### config.mk
export PLATFORM = sky130hd
export DESIGN_NAME = node_heartbeat_presence_monitor_flat
export DESIGN_NICKNAME = d
export VERILOG_FILES = /design/src/rtl/hpm_pkg.sv /design/src/rtl/hpm_ifs.sv /design/src/rtl/hpm_cell.sv /design/src/rtl/node_heartbeat_presence_monitor.sv /design/src/flat_wrapper.sv
export SDC_FILE = /design/constraint.sdc
export NUM_CORES = 1
export LEC_CHECK = 0
export BUFFER_PORTS_ARGS = -buffer_cell sky130_fd_sc_hd__buf_2
export CORE_MARGIN = 3
export CORE_UTILIZATION = 40
export CTS_CLUSTER_DIAMETER = 150
export DETAILED_ROUTE_END_ITERATION = 6
export SYNTH_ARGS = -nofsm -noshare
export SYNTH_HDL_FRONTEND = slang
export SYNTH_SLANG_ARGS = --single-unit
### constraint.sdc
create_clock -name clk -period 4.6 [get_ports clk]
set_input_delay 0 -clock clk [delete_from_list [all_inputs] [get_ports clk]]
set_output_delay 0 -clock clk [all_outputs]
set_load 0.01 [all_outputs]
### src/rtl/hpm_pkg.sv
package hpm_pkg;

  // Default number of node slots in the cell chain.
  localparam int NODE_SLOTS_DEF = 5;

  // Number of node address registers.
  localparam int ADDR_REGS = 5;

  // Field widths.
  localparam int ADDR_W    = 8;
  localparam int TIME_W    = 32;
  localparam int TMO_W     = 16;
  localparam int NCNT_W    = 3;
  localparam int NIDX_W    = 3;
  localparam int KIND_W    = 2;
  localparam int CFG_IDX_W = 3;
  localparam int CFG_DAT_W = 16;

  // Request opcodes.
  localparam logic OP_RECV  = 1'b0;
  localparam logic OP_CHECK = 1'b1;

  // Event kinds on the result channel.
  localparam logic [KIND_W-1:0] KIND_ONLINE = 2'd0;
  localparam logic [KIND_W-1:0] KIND_LOST   = 2'd1;
  localparam logic [KIND_W-1:0] KIND_ALL    = 2'd2;

  // Configuration register indexes.
  localparam logic [CFG_IDX_W-1:0] REG_ADDR_NODE0   = 3'd0;
  localparam logic [CFG_IDX_W-1:0] REG_ADDR_NODE4   = 3'd4;
  localparam logic [CFG_IDX_W-1:0] REG_ACTIVE_NODES = 3'd5;
  localparam logic [CFG_IDX_W-1:0] REG_LOST_TIMEOUT = 3'd6;

  // Reset values of the configuration registers.
  localparam logic [NCNT_W-1:0] ACTIVE_NODES_RST = 3'd5;
  localparam logic [TMO_W-1:0]  LOST_TIMEOUT_RST = 16'd2000;

  // Pending event held in each cell of the chain.
  typedef enum logic [1:0] {
    EV_NONE,
    EV_ON,
    EV_LOST
  } hpm_ev_t;

  // Sequencer states.
  typedef enum logic {
    ST_IDLE,
    ST_SCAN
  } hpm_state_t;

  // Controls broadcast from the sequencer to every cell.
  typedef struct packed {
    logic              recv_en;
    logic              check_en;
    logic              shift_en;
    logic [ADDR_W-1:0] src_addr;
    logic [TIME_W-1:0] now_ms;
    logic [TMO_W-1:0]  timeout;
  } hpm_cell_ctl_t;

endpackage

### src/rtl/hpm_ifs.sv
// Input request channel.
interface hpm_in_if;
  import hpm_pkg::*;
  logic              valid;
  logic              ready;
  logic              op;
  logic [ADDR_W-1:0] src_addr;
  logic [TIME_W-1:0] now_ms;
  modport source (output valid, output op, output src_addr, output now_ms, input ready);
  modport sink   (input valid, input op, input src_addr, input now_ms, output ready);
endinterface

// Result event channel.
interface hpm_out_if;
  import hpm_pkg::*;
  logic              valid;
  logic              ready;
  logic [NIDX_W-1:0] node_index;
  logic [KIND_W-1:0] event_kind;
  logic              last_event;
  modport source (output valid, output node_index, output event_kind, output last_event,
                  input ready);
  modport sink   (input valid, input node_index, input event_kind, input last_event,
                  output ready);
endinterface

// Configuration write channel.
interface hpm_cfg_if;
  import hpm_pkg::*;
  logic                 valid;
  logic                 ready;
  logic [CFG_IDX_W-1:0] index;
  logic [CFG_DAT_W-1:0] data;
  modport source (output valid, output index, output data, input ready);
  modport sink   (input valid, input index, input data, output ready);
endinterface

### src/rtl/hpm_cell.sv
module hpm_cell import hpm_pkg::*; (
  input  logic              clk,
  input  logic              rst_n,
  input  hpm_cell_ctl_t     ctl,
  input  logic              act,
  input  logic [ADDR_W-1:0] addr,
  input  logic              taken_in,
  output logic              taken_out,
  input  hpm_ev_t           ev_in,
  output hpm_ev_t           ev_out,
  output logic              online
);

  logic [TIME_W-1:0] last_seen_r;
  logic              online_r;
  hpm_ev_t           ev_r;

  logic              hit;
  logic              wr_seen;
  logic [TIME_W-1:0] elapsed;
  logic [TIME_W-1:0] tmo_ext;
  logic              go_on;
  logic              go_lost;

  // Address match; a lower cell that already matched takes the message.
  assign hit       = act && (addr == ctl.src_addr);
  assign wr_seen   = ctl.recv_en && hit && !taken_in;
  assign taken_out = taken_in || hit;

  // Liveness decision of this node against the timeout.
  assign elapsed = ctl.now_ms - last_seen_r;
  assign tmo_ext = {{(TIME_W-TMO_W){1'b0}}, ctl.timeout};
  assign go_on   = act && !online_r && (elapsed < tmo_ext) && (last_seen_r != '0);
  assign go_lost = act && online_r && (elapsed > tmo_ext);

  // Last-seen time of the node.
  always_ff @(posedge clk) begin
    if (!rst_n) begin
      last_seen_r <= '0;
    end else if (wr_seen) begin
      last_seen_r <= ctl.now_ms;
    end
  end

  // Online flag and the pending event, which shifts toward cell 0 during a scan.
  always_ff @(posedge clk) begin
    if (!rst_n) begin
      online_r <= 1'b0;
      ev_r     <= EV_NONE;
    end else if (ctl.check_en) begin
      if (go_on) begin
        online_r <= 1'b1;
        ev_r     <= EV_ON;
      end else if (go_lost) begin
        online_r <= 1'b0;
        ev_r     <= EV_LOST;
      end else begin
        ev_r     <= EV_NONE;
      end
    end else if (ctl.shift_en) begin
      ev_r <= ev_in;
    end
  end

  assign ev_out = ev_r;
  assign online = online_r;

endmodule

### src/rtl/node_heartbeat_presence_monitor.sv
// Heartbeat presence monitor for up to five nodes, built as a chain of node cells.
// On a receive request (op 0) the cells compare the source address
// with their configured address, the lowest active match stores now_ms, and an
// unmatched address is dropped. A check request (op 1) decides every active node
// in its accept cycle, then the pending events shift one cell per cycle toward
// the head of the chain (holding while the result channel stalls an event at the
// head), where they are sent out in node order. An all-online event follows the
// online event that completes the set. No new request is taken until the scan
// is done. The last event of a check carries last_event. Configuration writes
// are taken in any cycle and must be made while the block is idle.
module node_heartbeat_presence_monitor import hpm_pkg::*; #(
  parameter int NODE_SLOTS = NODE_SLOTS_DEF
) (
  input  logic       clk,
  input  logic       rst_n,
  hpm_in_if.sink     in_ch,
  hpm_out_if.source  out_ch,
  hpm_cfg_if.sink    cfg_ch
);

  localparam int MAX_NODES = (NODE_SLOTS < ADDR_REGS) ? NODE_SLOTS : ADDR_REGS;
  localparam int CNT_W     = $clog2(NODE_SLOTS + 1);
  localparam int IDX_W     = (NODE_SLOTS > 1) ? $clog2(NODE_SLOTS) : 1;

  // Configuration registers.
  logic [ADDR_W-1:0] addr_r [ADDR_REGS];
  logic [NCNT_W-1:0] active_nodes_r;
  logic [TMO_W-1:0]  timeout_r;

  // Sequencer state.
  hpm_state_t        state_r, state_nxt;
  logic [CNT_W-1:0]  cnt_r, cnt_nxt;
  logic [IDX_W-1:0]  idx_r, idx_nxt;
  logic              pend_r, pend_nxt;

  // Output register.
  logic              out_valid_r;
  logic [NIDX_W-1:0] out_idx_r;
  logic [KIND_W-1:0] out_kind_r;
  logic              out_last_r;

  logic              emit;
  logic [NIDX_W-1:0] emit_idx;
  logic [KIND_W-1:0] emit_kind;
  logic              emit_last;

  logic              in_acc;
  logic              check_acc;
  logic              load_ok;
  logic              shift;
  logic [NCNT_W-1:0] node_cnt;
  logic [CNT_W-1:0]  node_cnt_ext;
  logic [CNT_W-1:0]  online_cnt;
  logic              any_ev;
  logic              later_ev;

  hpm_cell_ctl_t     ctl;
  logic [NODE_SLOTS-1:0] act;
  logic [NODE_SLOTS-1:0] online;
  logic [NODE_SLOTS-1:0] evbits;
  logic [NODE_SLOTS:0]   taken;
  hpm_ev_t               ev [NODE_SLOTS+1];

  assign in_acc    = in_ch.valid && in_ch.ready;
  assign check_acc = in_acc && (in_ch.op == OP_CHECK);
  assign load_ok   = !out_valid_r || out_ch.ready;

  // Configuration writes.
  assign cfg_ch.ready = 1'b1;

  always_ff @(posedge clk) begin
    if (!rst_n) begin
      for (int i = 0; i < ADDR_REGS; i++) begin
        addr_r[i] <= ADDR_W'(i);
      end
      active_nodes_r <= ACTIVE_NODES_RST;
      timeout_r      <= LOST_TIMEOUT_RST;
    end else if (cfg_ch.valid) begin
      if (cfg_ch.index <= REG_ADDR_NODE4) begin
        addr_r[cfg_ch.index] <= cfg_ch.data[ADDR_W-1:0];
      end else if (cfg_ch.index == REG_ACTIVE_NODES) begin
        active_nodes_r <= cfg_ch.data[NCNT_W-1:0];
      end else if (cfg_ch.index == REG_LOST_TIMEOUT) begin
        timeout_r <= cfg_ch.data[TMO_W-1:0];
      end
    end
  end

  // Monitored node count, clamped to the available slots.
  always_comb begin
    if (active_nodes_r == '0) begin
      node_cnt = NCNT_W'(1);
    end else if (active_nodes_r > NCNT_W'(MAX_NODES)) begin
      node_cnt = NCNT_W'(MAX_NODES);
    end else begin
      node_cnt = active_nodes_r;
    end
  end
  assign node_cnt_ext = CNT_W'(node_cnt);

  // Broadcast controls for the cells.
  assign ctl.recv_en  = in_acc && (in_ch.op == OP_RECV);
  assign ctl.check_en = check_acc;
  assign ctl.shift_en = shift;
  assign ctl.src_addr = in_ch.src_addr;
  assign ctl.now_ms   = in_ch.now_ms;
  assign ctl.timeout  = timeout_r;

  // The cell chain.
  assign taken[0]        = 1'b0;
  assign ev[NODE_SLOTS]  = EV_NONE;

  for (genvar g = 0; g < NODE_SLOTS; g++) begin : g_cell
    logic [ADDR_W-1:0] cell_addr;

    if (g < MAX_NODES) begin : g_used
      assign act[g]    = (NCNT_W'(g) < node_cnt);
      assign cell_addr = addr_r[g];
    end else begin : g_spare
      assign act[g]    = 1'b0;
      assign cell_addr = '0;
    end

    hpm_cell u_cell (
      .clk       (clk),
      .rst_n     (rst_n),
      .ctl       (ctl),
      .act       (act[g]),
      .addr      (cell_addr),
      .taken_in  (taken[g]),
      .taken_out (taken[g+1]),
      .ev_in     (ev[g+1]),
      .ev_out    (ev[g]),
      .online    (online[g])
    );

    assign evbits[g] = (ev[g] != EV_NONE);
  end

  assign any_ev   = |evbits;
  assign later_ev = |(evbits >> 1);

  // Online nodes among the monitored ones, taken at the start of a check.
  always_comb begin
    online_cnt = '0;
    for (int i = 0; i < NODE_SLOTS; i++) begin
      online_cnt = online_cnt + CNT_W'(online[i] && act[i]);
    end
  end

  // Next state.
  always_comb begin
    state_nxt = state_r;
    unique case (state_r)
      ST_IDLE: begin
        if (check_acc) begin
          state_nxt = ST_SCAN;
        end
      end
      ST_SCAN: begin
        if (!pend_r && !any_ev) begin
          state_nxt = ST_IDLE;
        end
      end
      default: state_nxt = ST_IDLE;
    endcase
  end

  // Scan outputs: one event per cycle from the head cell while the result channel takes them.
  always_comb begin
    in_ch.ready = (state_r == ST_IDLE);
    shift       = 1'b0;
    emit        = 1'b0;
    emit_idx    = '0;
    emit_kind   = KIND_ONLINE;
    emit_last   = 1'b0;
    cnt_nxt     = cnt_r;
    idx_nxt     = idx_r;
    pend_nxt    = pend_r;
    unique case (state_r)
      ST_IDLE: begin
        if (check_acc) begin
          cnt_nxt  = online_cnt;
          idx_nxt  = '0;
          pend_nxt = 1'b0;
        end
      end
      ST_SCAN: begin
        priority if (pend_r) begin
          if (load_ok) begin
            emit      = 1'b1;
            emit_idx  = '0;
            emit_kind = KIND_ALL;
            emit_last = !any_ev;
            pend_nxt  = 1'b0;
          end
        end else if (ev[0] == EV_ON) begin
          if (load_ok) begin
            emit      = 1'b1;
            shift     = 1'b1;
            emit_idx  = NIDX_W'(idx_r);
            emit_kind = KIND_ONLINE;
            cnt_nxt   = cnt_r + CNT_W'(1);
            pend_nxt  = (cnt_nxt == node_cnt_ext);
            emit_last = !pend_nxt && !later_ev;
            idx_nxt   = idx_r + IDX_W'(1);
          end
        end else if (ev[0] == EV_LOST) begin
          if (load_ok) begin
            emit      = 1'b1;
            shift     = 1'b1;
            emit_idx  = NIDX_W'(idx_r);
            emit_kind = KIND_LOST;
            cnt_nxt   = cnt_r - CNT_W'(1);
            emit_last = !later_ev;
            idx_nxt   = idx_r + IDX_W'(1);
          end
        end else begin
          // Empty head slot: move the chain along; harmless once it is empty.
          shift   = 1'b1;
          idx_nxt = idx_r + IDX_W'(1);
        end
      end
      default: begin
        in_ch.ready = 1'b0;
      end
    endcase
  end

  // Sequencer registers.
  always_ff @(posedge clk) begin
    if (!rst_n) begin
      state_r <= ST_IDLE;
      cnt_r   <= '0;
      idx_r   <= '0;
      pend_r  <= 1'b0;
    end else begin
      state_r <= state_nxt;
      cnt_r   <= cnt_nxt;
      idx_r   <= idx_nxt;
      pend_r  <= pend_nxt;
    end
  end

  // Output register.
  always_ff @(posedge clk) begin
    if (!rst_n) begin
      out_valid_r <= 1'b0;
    end else if (emit) begin
      out_valid_r <= 1'b1;
    end else if (out_ch.ready) begin
      out_valid_r <= 1'b0;
    end
  end

  always_ff @(posedge clk) begin
    if (emit) begin
      out_idx_r  <= emit_idx;
      out_kind_r <= emit_kind;
      out_last_r <= emit_last;
    end
  end

  assign out_ch.valid      = out_valid_r;
  assign out_ch.node_index = out_idx_r;
  assign out_ch.event_kind = out_kind_r;
  assign out_ch.last_event = out_last_r;

endmodule

### src/flat_wrapper.sv
// flat-port wrapper written by rule: the top's interface ports become plain ports
module node_heartbeat_presence_monitor_flat import hpm_pkg::*;
#(
  parameter int NODE_SLOTS = NODE_SLOTS_DEF
)
  (clk, rst_n, in_ch_valid, in_ch_op, in_ch_src_addr, in_ch_now_ms, in_ch_ready, out_ch_valid, out_ch_node_index, out_ch_event_kind, out_ch_last_event, out_ch_ready, cfg_ch_valid, cfg_ch_index, cfg_ch_data, cfg_ch_ready);
  hpm_in_if in_ch_i ();
  hpm_out_if out_ch_i ();
  hpm_cfg_if cfg_ch_i ();
  input  logic clk;
  input  logic rst_n;
  input wire logic [$bits(in_ch_i.valid)-1:0] in_ch_valid;
  input wire logic [$bits(in_ch_i.op)-1:0] in_ch_op;
  input wire logic [$bits(in_ch_i.src_addr)-1:0] in_ch_src_addr;
  input wire logic [$bits(in_ch_i.now_ms)-1:0] in_ch_now_ms;
  output wire logic [$bits(in_ch_i.ready)-1:0] in_ch_ready;
  output wire logic [$bits(out_ch_i.valid)-1:0] out_ch_valid;
  output wire logic [$bits(out_ch_i.node_index)-1:0] out_ch_node_index;
  output wire logic [$bits(out_ch_i.event_kind)-1:0] out_ch_event_kind;
  output wire logic [$bits(out_ch_i.last_event)-1:0] out_ch_last_event;
  input wire logic [$bits(out_ch_i.ready)-1:0] out_ch_ready;
  input wire logic [$bits(cfg_ch_i.valid)-1:0] cfg_ch_valid;
  input wire logic [$bits(cfg_ch_i.index)-1:0] cfg_ch_index;
  input wire logic [$bits(cfg_ch_i.data)-1:0] cfg_ch_data;
  output wire logic [$bits(cfg_ch_i.ready)-1:0] cfg_ch_ready;
  assign in_ch_i.valid = in_ch_valid;
  assign in_ch_i.op = in_ch_op;
  assign in_ch_i.src_addr = in_ch_src_addr;
  assign in_ch_i.now_ms = in_ch_now_ms;
  assign in_ch_ready = in_ch_i.ready;
  assign out_ch_valid = out_ch_i.valid;
  assign out_ch_node_index = out_ch_i.node_index;
  assign out_ch_event_kind = out_ch_i.event_kind;
  assign out_ch_last_event = out_ch_i.last_event;
  assign out_ch_i.ready = out_ch_ready;
  assign cfg_ch_i.valid = cfg_ch_valid;
  assign cfg_ch_i.index = cfg_ch_index;
  assign cfg_ch_i.data = cfg_ch_data;
  assign cfg_ch_ready = cfg_ch_i.ready;
  node_heartbeat_presence_monitor #(.NODE_SLOTS(NODE_SLOTS)) u_core (.clk(clk), .rst_n(rst_n), .in_ch(in_ch_i), .out_ch(out_ch_i), .cfg_ch(cfg_ch_i));
endmodule
# ---- After elaboration in Yosys (flattened, before gate mapping)
# Memory sizes are Yosys's and may differ from the RTL's.
# Index checks and enable logic that the tools add are counted.
dict set report totals {
  regBits 209
  mem_bits_rw 40
  in_bits 65
  output_inout_bits 9
  wordCells 253
  mem_count 1
}
# name words word_bits read_ports rd_ports_with_merged_regs write_ports line_no
set memory_table {}
lappend memory_table {u_core.addr_r 5 8 5 0 5 node_heartbeat_presence_monitor.sv:26} ;# logic [ADDR_W-1:0] addr_r [ADDR_REGS];
dict set report classes {
  n_addsub 12
  order_cmp 17
  eq_ne 14
  muxes 87
  n_bitwise 4
  n_reduce_logical 93
}
# operator count
set ops {}
lappend ops {{32-bit by 16-bit > comparator with 1-bit output} 5}
lappend ops {{32-bit by 16-bit < comparator with 1-bit output} 5}
lappend ops {{32-bit nonzero test} 5}
lappend ops {{32-bit subtractor} 5}
lappend ops {{3-bit 2-to-1 mux} 17}
lappend ops {{2-bit 2-to-1 mux} 24}
lappend ops {{1-bit logical AND} 44}
lappend ops {{1-bit 2-to-1 mux} 41}
lappend ops {{8-bit == test} 5}
lappend ops {{2-bit nonzero test} 12}
lappend ops {{1-bit logical NOT} 14}
lappend ops {{3-bit one-hot mux with 2 select lines} 2}
lappend ops {{2-bit AND reduction} 6}
lappend ops {{3-bit by 1-bit adder with 3-bit output} 3}
lappend ops {{8-bit 2-to-1 mux} 1}
lappend ops {{4-bit AND reduction} 2}
lappend ops {{8-bit OR reduction} 1}
lappend ops {{3-bit by 1-bit adder with 3-bit output (second input constant)} 2}
lappend ops {{3-bit == test (second input constant)} 2}
lappend ops {{1-bit by 3-bit < comparator with 1-bit output (first input constant)} 2}
lappend ops {{2-bit by 3-bit < comparator with 1-bit output (first input constant)} 2}
lappend ops {{2-bit inequality test (second input constant)} 3}
lappend ops {{5-bit OR reduction} 1}
lappend ops {{1-bit logical OR} 4}
lappend ops {{other kinds (15)} 19}

# ---- Depth between registers and ports, before layout
dict set report logic_depth {
  ltp_word 11
  ltp_mapped 21
  depth_no_buf 21
}

# ---- Modules after synthesis
# A second synthesis with hierarchy kept.
dict set report unflattened {
  hier_cells 2922
  area_unflattened_um2 23286.1
}
# mod instances cells_each area_per_inst_um2 seq_area_each_um2
set modules_own_cells {}
lappend modules_own_cells {{hpm_cell at u_core.g_cell[0].u_cell ...} 3 524 3981.3 700.7}
lappend modules_own_cells {{hpm_cell at u_core.g_cell[4].u_cell} 1 525 4090.2 700.7}
lappend modules_own_cells {{hpm_cell at u_core.g_cell[1].u_cell} 1 533 3970.1 700.7}
lappend modules_own_cells {node_heartbeat_presence_monitor 1 292 3281.9 1941.9}

# ---- Least setup slack after synthesis
# OpenSTA, ideal clock, no wires.
dict set report synth_path {
  path_type {flip-flop to flip-flop}
  start {register u_core.g_cell[2].u_cell.last_seen_r[0]}
  end {register u_core.g_cell[2].u_cell.online_r}
  setup_ps 86
  arrival_time_ps 3691
  required_ps 4514
  path_slack_ps 823
  path_stages_with_launch 20
  path_buffers 0
  period_less_slack_ps 3777
  cell_sequence {dfxtp_1 -> ha_1 -> fa_1 -> nand2b_1 -> a21oi_1 -> o21a_1 -> o21ai_0 -> nand2b_1 -> a21oi_1 -> o21bai_1 -> xor2_1 -> ha_1 -> a21o_1 -> a21oi_1 -> o21ai_0 -> and3_1 -> nor3_1 -> nand3b_1 -> or4b_4 -> a221oi_2}
}
dict set report synth_via {
  elab_chain_cells 6
  word_cells_on_any_way 10
  classes_between {1 x add/sub; 2 x order compare; 1 x mux; 6 x reduce/logical}
}
# element line_no
set synth_rtl {}
lappend synth_rtl {{start: declaration} hpm_cell.sv:14} ;# logic [TIME_W-1:0] last_seen_r;
lappend synth_rtl {{start signal: assignment} hpm_cell.sv:41} ;# last_seen_r <= ctl.now_ms;
lappend synth_rtl {{32-bit subtractor} hpm_cell.sv:31} ;# assign elapsed = ctl.now_ms - last_seen_r;
lappend synth_rtl {{32-bit by 16-bit < comparator with 1-bit output} hpm_cell.sv:33} ;# assign go_on = act && !online_r && (elapsed < tmo_ext) && (last_seen_r != '0);
lappend synth_rtl {{1-bit logical AND (2 in series)} hpm_cell.sv:33}
lappend synth_rtl {{2-bit nonzero test (no source line)} n/a}
lappend synth_rtl {{2-bit AND reduction (no source line)} n/a}
lappend synth_rtl {{end signal: assignment} hpm_cell.sv:48} ;# online_r <= 1'b0;
lappend synth_rtl {{end signal: assignment} hpm_cell.sv:52} ;# online_r <= 1'b1;
lappend synth_rtl {{end signal: assignment} hpm_cell.sv:55} ;# online_r <= 1'b0;
lappend synth_rtl {{end: declaration} hpm_cell.sv:15} ;# logic online_r;
# Parallel ways exist; a longest one is shown, timed or not.
# A chain may end at the register's enable or synchronous reset.

# ---- Worst setup path in the final report
dict set report layout_path {
  start {input in_ch_now_ms[0]}
  end {register u_core.g_cell[2].u_cell.online_r}
}
dict set report layout_via {
  elab_chain_cells 6
  word_cells_on_any_way 9
  classes_between {1 x add/sub; 2 x order compare; 1 x mux; 5 x reduce/logical}
}
# element line_no
set layout_rtl {}
lappend layout_rtl {{start: declaration} flat_wrapper.sv:15} ;# input wire logic [$bits(in_ch_i.now_ms)-1:0] in_ch_now_ms;
lappend layout_rtl {{32-bit subtractor *} hpm_cell.sv:31}
lappend layout_rtl {{32-bit by 16-bit < comparator with 1-bit output} hpm_cell.sv:33}
lappend layout_rtl {{1-bit logical AND (2 in series)} hpm_cell.sv:33}
lappend layout_rtl {{2-bit nonzero test (no source line)} n/a}
lappend layout_rtl {{2-bit AND reduction (no source line)} n/a}
# Mark *: on every way between the ends. The rest lies on a longest branch, timed or not.

==> reports/metrics.cfg <==
[drt]
dr.first_iter.drc_count = 1452
met1Wirelength_um = 33700
finalWirelength_um = 74100
num_vias = 21224
drc = 0
viasPerCell = 5.78
top_layer_used = met5
firstDrtPassIters = 5
routed-wl-met3_um = 4660
wl_met2_um = 32600
postRouteAntennaNets = 0
avgRoutedWirePerCell_um = 20.2

[cells_and_area]
final-seq-area_um2 = 5450
final_core_util_pct = 45.3
drive_gt1_share_pct = 7.15
final_cell_mix = 313 x nor2_1, 244 x ha_1, 228 x inv_1, 226 x a21oi_1, 203 x dfxtp_1
nets = 3213
final_common_cell = nor2_1
area_growth_pct = 11.9
fill_cells = 5556
multi_input_area_um2 = 15700

[clock_tree]
postCtsSetupBuffers = 0
cts_tree = done
cts_made_buffers = 31
root_buffer = clkbuf_16
htreeDepth = 1
clock_latency_ns = 0.62
clk_pin_slew_ns = 0.06
cts.sinks = 249
cts_buffer_depth = 3

[min_path]
hold_class = primary input to register
hp-start = out_ch_ready

[pwr]
p_per_area_nw_per_um2 = 247
irDropWorstVdd_mv = 0.297
p_leak_nw = 10.4

[floorplanning]
coreArea_um2 = 55300
dieWidth_um = 243
dieArea_um2 = 58900
num_rows = 86
io_pins = 74
fp.dieH_um = 243
start_util_pct = 40.5

[setup_path]
crit_slowest_cell = dlygate4sd3_1
r2r_start = u_core.g_cell[0].u_cell.last_seen_r[0]$_SDFFE_PN0P_
required_ns = 5.09
start_kind = primary input
worstPathArrival_ns = 4.71
critPathMaxFanout = 9
worstPathCellList = dlygate4sd3_1 -> buf_2 -> inv_1 -> ha_1 -> fa_1 -> nand2b_1 -> a21oi_1 -> o21a_1 -> o21ai_0 -> nand2b_1 -> a21oi_1 -> o21bai_1 -> xor2_1 -> ha_1 -> a21o_1 -> a21oi_1 -> o21ai_0 -> and3_1 -> nor3_1 -> nand3b_1 -> or4b_4 -> a221oi_2
end_kind = register
crit_top_cell = a21oi_1
critPathMaxStageDelay_ns = 0.57
crit_start = in_ch_now_ms[0]
path_class = primary input to register

[global_route]
grt_max_degree = 103
grt_first_pass_wirelength_um = 114000
grt_use_total_pct = 24.2
grt.overflow.total = 0
antenna_found_initial = 2
grt_pass1_vias = 20166

[synthesis]
netlist_area_um2 = 22400
synth_top_family_by_area = compound AO/OA/AOI/OAI gates
ys_seq_area_share_pct = 24.3
synthSimpleGateAreaFrac_pct = 20.5
synth-edff-count = 46
async_reset_ff_share_pct = 0
syn_inst = 2818
synth_cell_types = 105
synth-adder-area-share_pct = 14.2
ys_ff_latch = 249
synth-xor-area-share_pct = 5.47
synth.net_count = 3134
synth_mux_area_share_pct = 7.57
yosys_warnings = 0
avgSynthCellArea_um2 = 7.96
synth_compound_area_share_pct = 22.0
ys.flop_type = dfxtp_1

[placement]
gp_congestion = 0.937
hpwlAfterDp_um = 55600
io_buffer_count = 72

[timing]
finClkSkew_ns = 0.0371
final.setup.tns_ns = 0
max_freq_ghz = 0.237
rsz0062_at_grt = no
worst_slew_pin_slew_ns = 1.18
final_max_slew_viol_count = 0
finalSetupViolCount = 0
fin_crit_ns = 4.22
finalHoldViolations = 0
max_slew_margin_pct = 21.0
hold_slack_ns = 0.0156
post-route-period-util_pct = 91.7

[run_status]
outcome = completed

[run]
maxCapViolCount = 0

-- per-stage QoR --
step | total power, mW | setup WS (ns) | area (µm²) | std cells
finish | 6.20 | 0.382 | 25100 | 3671
global route | 6.51 | 0.0341 | 25100 | 3671
CTS | 6.26 | 0.434 | 25100 | 3670
detailed placement | 3.73 | 0.430 | 23400 | 3548
global placement | 3.71 | 0.457 | 23400 | 3548
floorplan | 3.31 | 0.823 | 22400 | 2818
-- synth_stat cells (8+ instances only) --
| cell | instances | area share [%] |
|---|---|---|
| nand3_1 | 46 | 1.0 |
| o31ai_1 | 8 | 0.27 |
| dfxtp_1 | 203 | 18 |
| nand2b_1 | 35 | 0.98 |
| xor2_1 | 56 | 2.2 |
| nand2_1 | 185 | 3.1 |
| buf_2 | 10 | 0.22 |
| o2111ai_1 | 15 | 0.59 |
| a21o_1 | 66 | 2.2 |
| a31oi_1 | 17 | 0.47 |
| o21ai_0 | 124 | 2.8 |
| nor3_1 | 43 | 0.96 |
| a211o_1 | 8 | 0.31 |
| xnor2_1 | 84 | 3.3 |
| or3_1 | 20 | 0.56 |
| or4_1 | 10 | 0.33 |
| mux2i_1 | 164 | 7.3 |
| a21oi_2 | 8 | 0.31 |
| edfxtp_1 | 46 | 6.2 |
| a211oi_1 | 18 | 0.60 |
| ha_1 | 244 | 14 |
| nor2_1 | 314 | 5.3 |
| o211ai_1 | 41 | 1.4 |
| o21bai_1 | 20 | 0.67 |
| o21ai_1 | 8 | 0.18 |
| o21a_1 | 60 | 2.0 |
| nor2b_1 | 28 | 0.78 |
| a21boi_0 | 11 | 0.37 |
| nand4_1 | 70 | 2.0 |
| and3_1 | 41 | 1.1 |
| inv_1 | 228 | 3.8 |
| and2_1 | 37 | 1.0 |
| a2111oi_0 | 10 | 0.39 |
| nor4_1 | 57 | 1.6 |
| clkbuf_1 | 92 | 1.5 |
| a21oi_1 | 226 | 5.0 |
-- registers in the layout (all words and copies together), names as in the netlist, 2 cells and up --
name / count
u_core.active_nodes_r: 3
u_core.addr_r: 40
u_core.cnt_r: 3
u_core.g_cell.u_cell.ev_out: 10
u_core.g_cell.u_cell.last_seen_r: 160
u_core.g_cell.u_cell.online: 5
u_core.idx_r: 3
u_core.out_ch.event_kind: 2
u_core.out_ch.node_index: 3
u_core.timeout_r: 16
-- worst max-delay path, delay by kind of cell --
family,cells,cell delay (ns)
xor gates and xnor gates,1,0.18
AOI/OAI and AO/OA,9,1.26
and+or+nand+nor,6,1.40
adders and majority gates,3,0.98
buffers and inverters,3,0.88
-- what timing repair did --
| action | 4_1_cts | 5_1_grt |
|---|---|---|
| gates resized for setup | 0 | 1 |
| hold buffers | 64 | 0 |
| hold endpoints to repair | 209 | 0 |
| endpoints found under the setup margin | 0 | 1 |
-- final timing paths --
check	endpoint	slack [ns]	cells past startpoint
worst max-delay path	u_core.g_cell[2].u_cell.online$_SDFFE_PN0P_	0.38	22
worst min-delay path	u_core.out_ch.valid$_SDFFE_PN0P_	0.02	4
worst max register to register	u_core.g_cell[0].u_cell.ev_out[1]$_SDFFE_PN0P_	0.42	17
worst min register to register	u_core.timeout_r[1]$_SDFFE_PN0P_	0.46	2
-- cells by family after synthesis --
group / count (synthesis)
XOR/XNOR: 140
AND/OR/NAND/NOR: 931
other: 1
AO/OA/AOI/OAI: 738
flip-flops: 249
multiplexers: 169
adder cells (fa/ha/maj): 251
buffers and inverters: 339
-- routing by layer --
| layer | up-vias | global-route usage (%) |
|---|---|---|
| met4 | 2 | 9.19 |
| met3 | 138 | 3.34 |
| li1 | 10369 | - |
| met1 | 10052 | 32.7 |
| met5 | - | 0 |
| met2 | 663 | 39.3 |
-- layout make-up --
cell class,count,area share [%]
diodes,1,0.00998
clock buffers,36,3.25
clock inverters,22,0.848
inverters,230,3.46
multi-input cells,2230,62.4
flip-flops and latches,249,21.7
well taps,748,3.73
repair buffers,155,4.56
-- power by group --
part / switching [mW] / total, mW / internal [mW]
logic: 0.905 / 1.47 / 0.565
registers: 0.0236 / 2.28 / 2.26
clock network: 1.06 / 2.46 / 1.40
No activity file was read; power rests on OpenSTA's default activity.
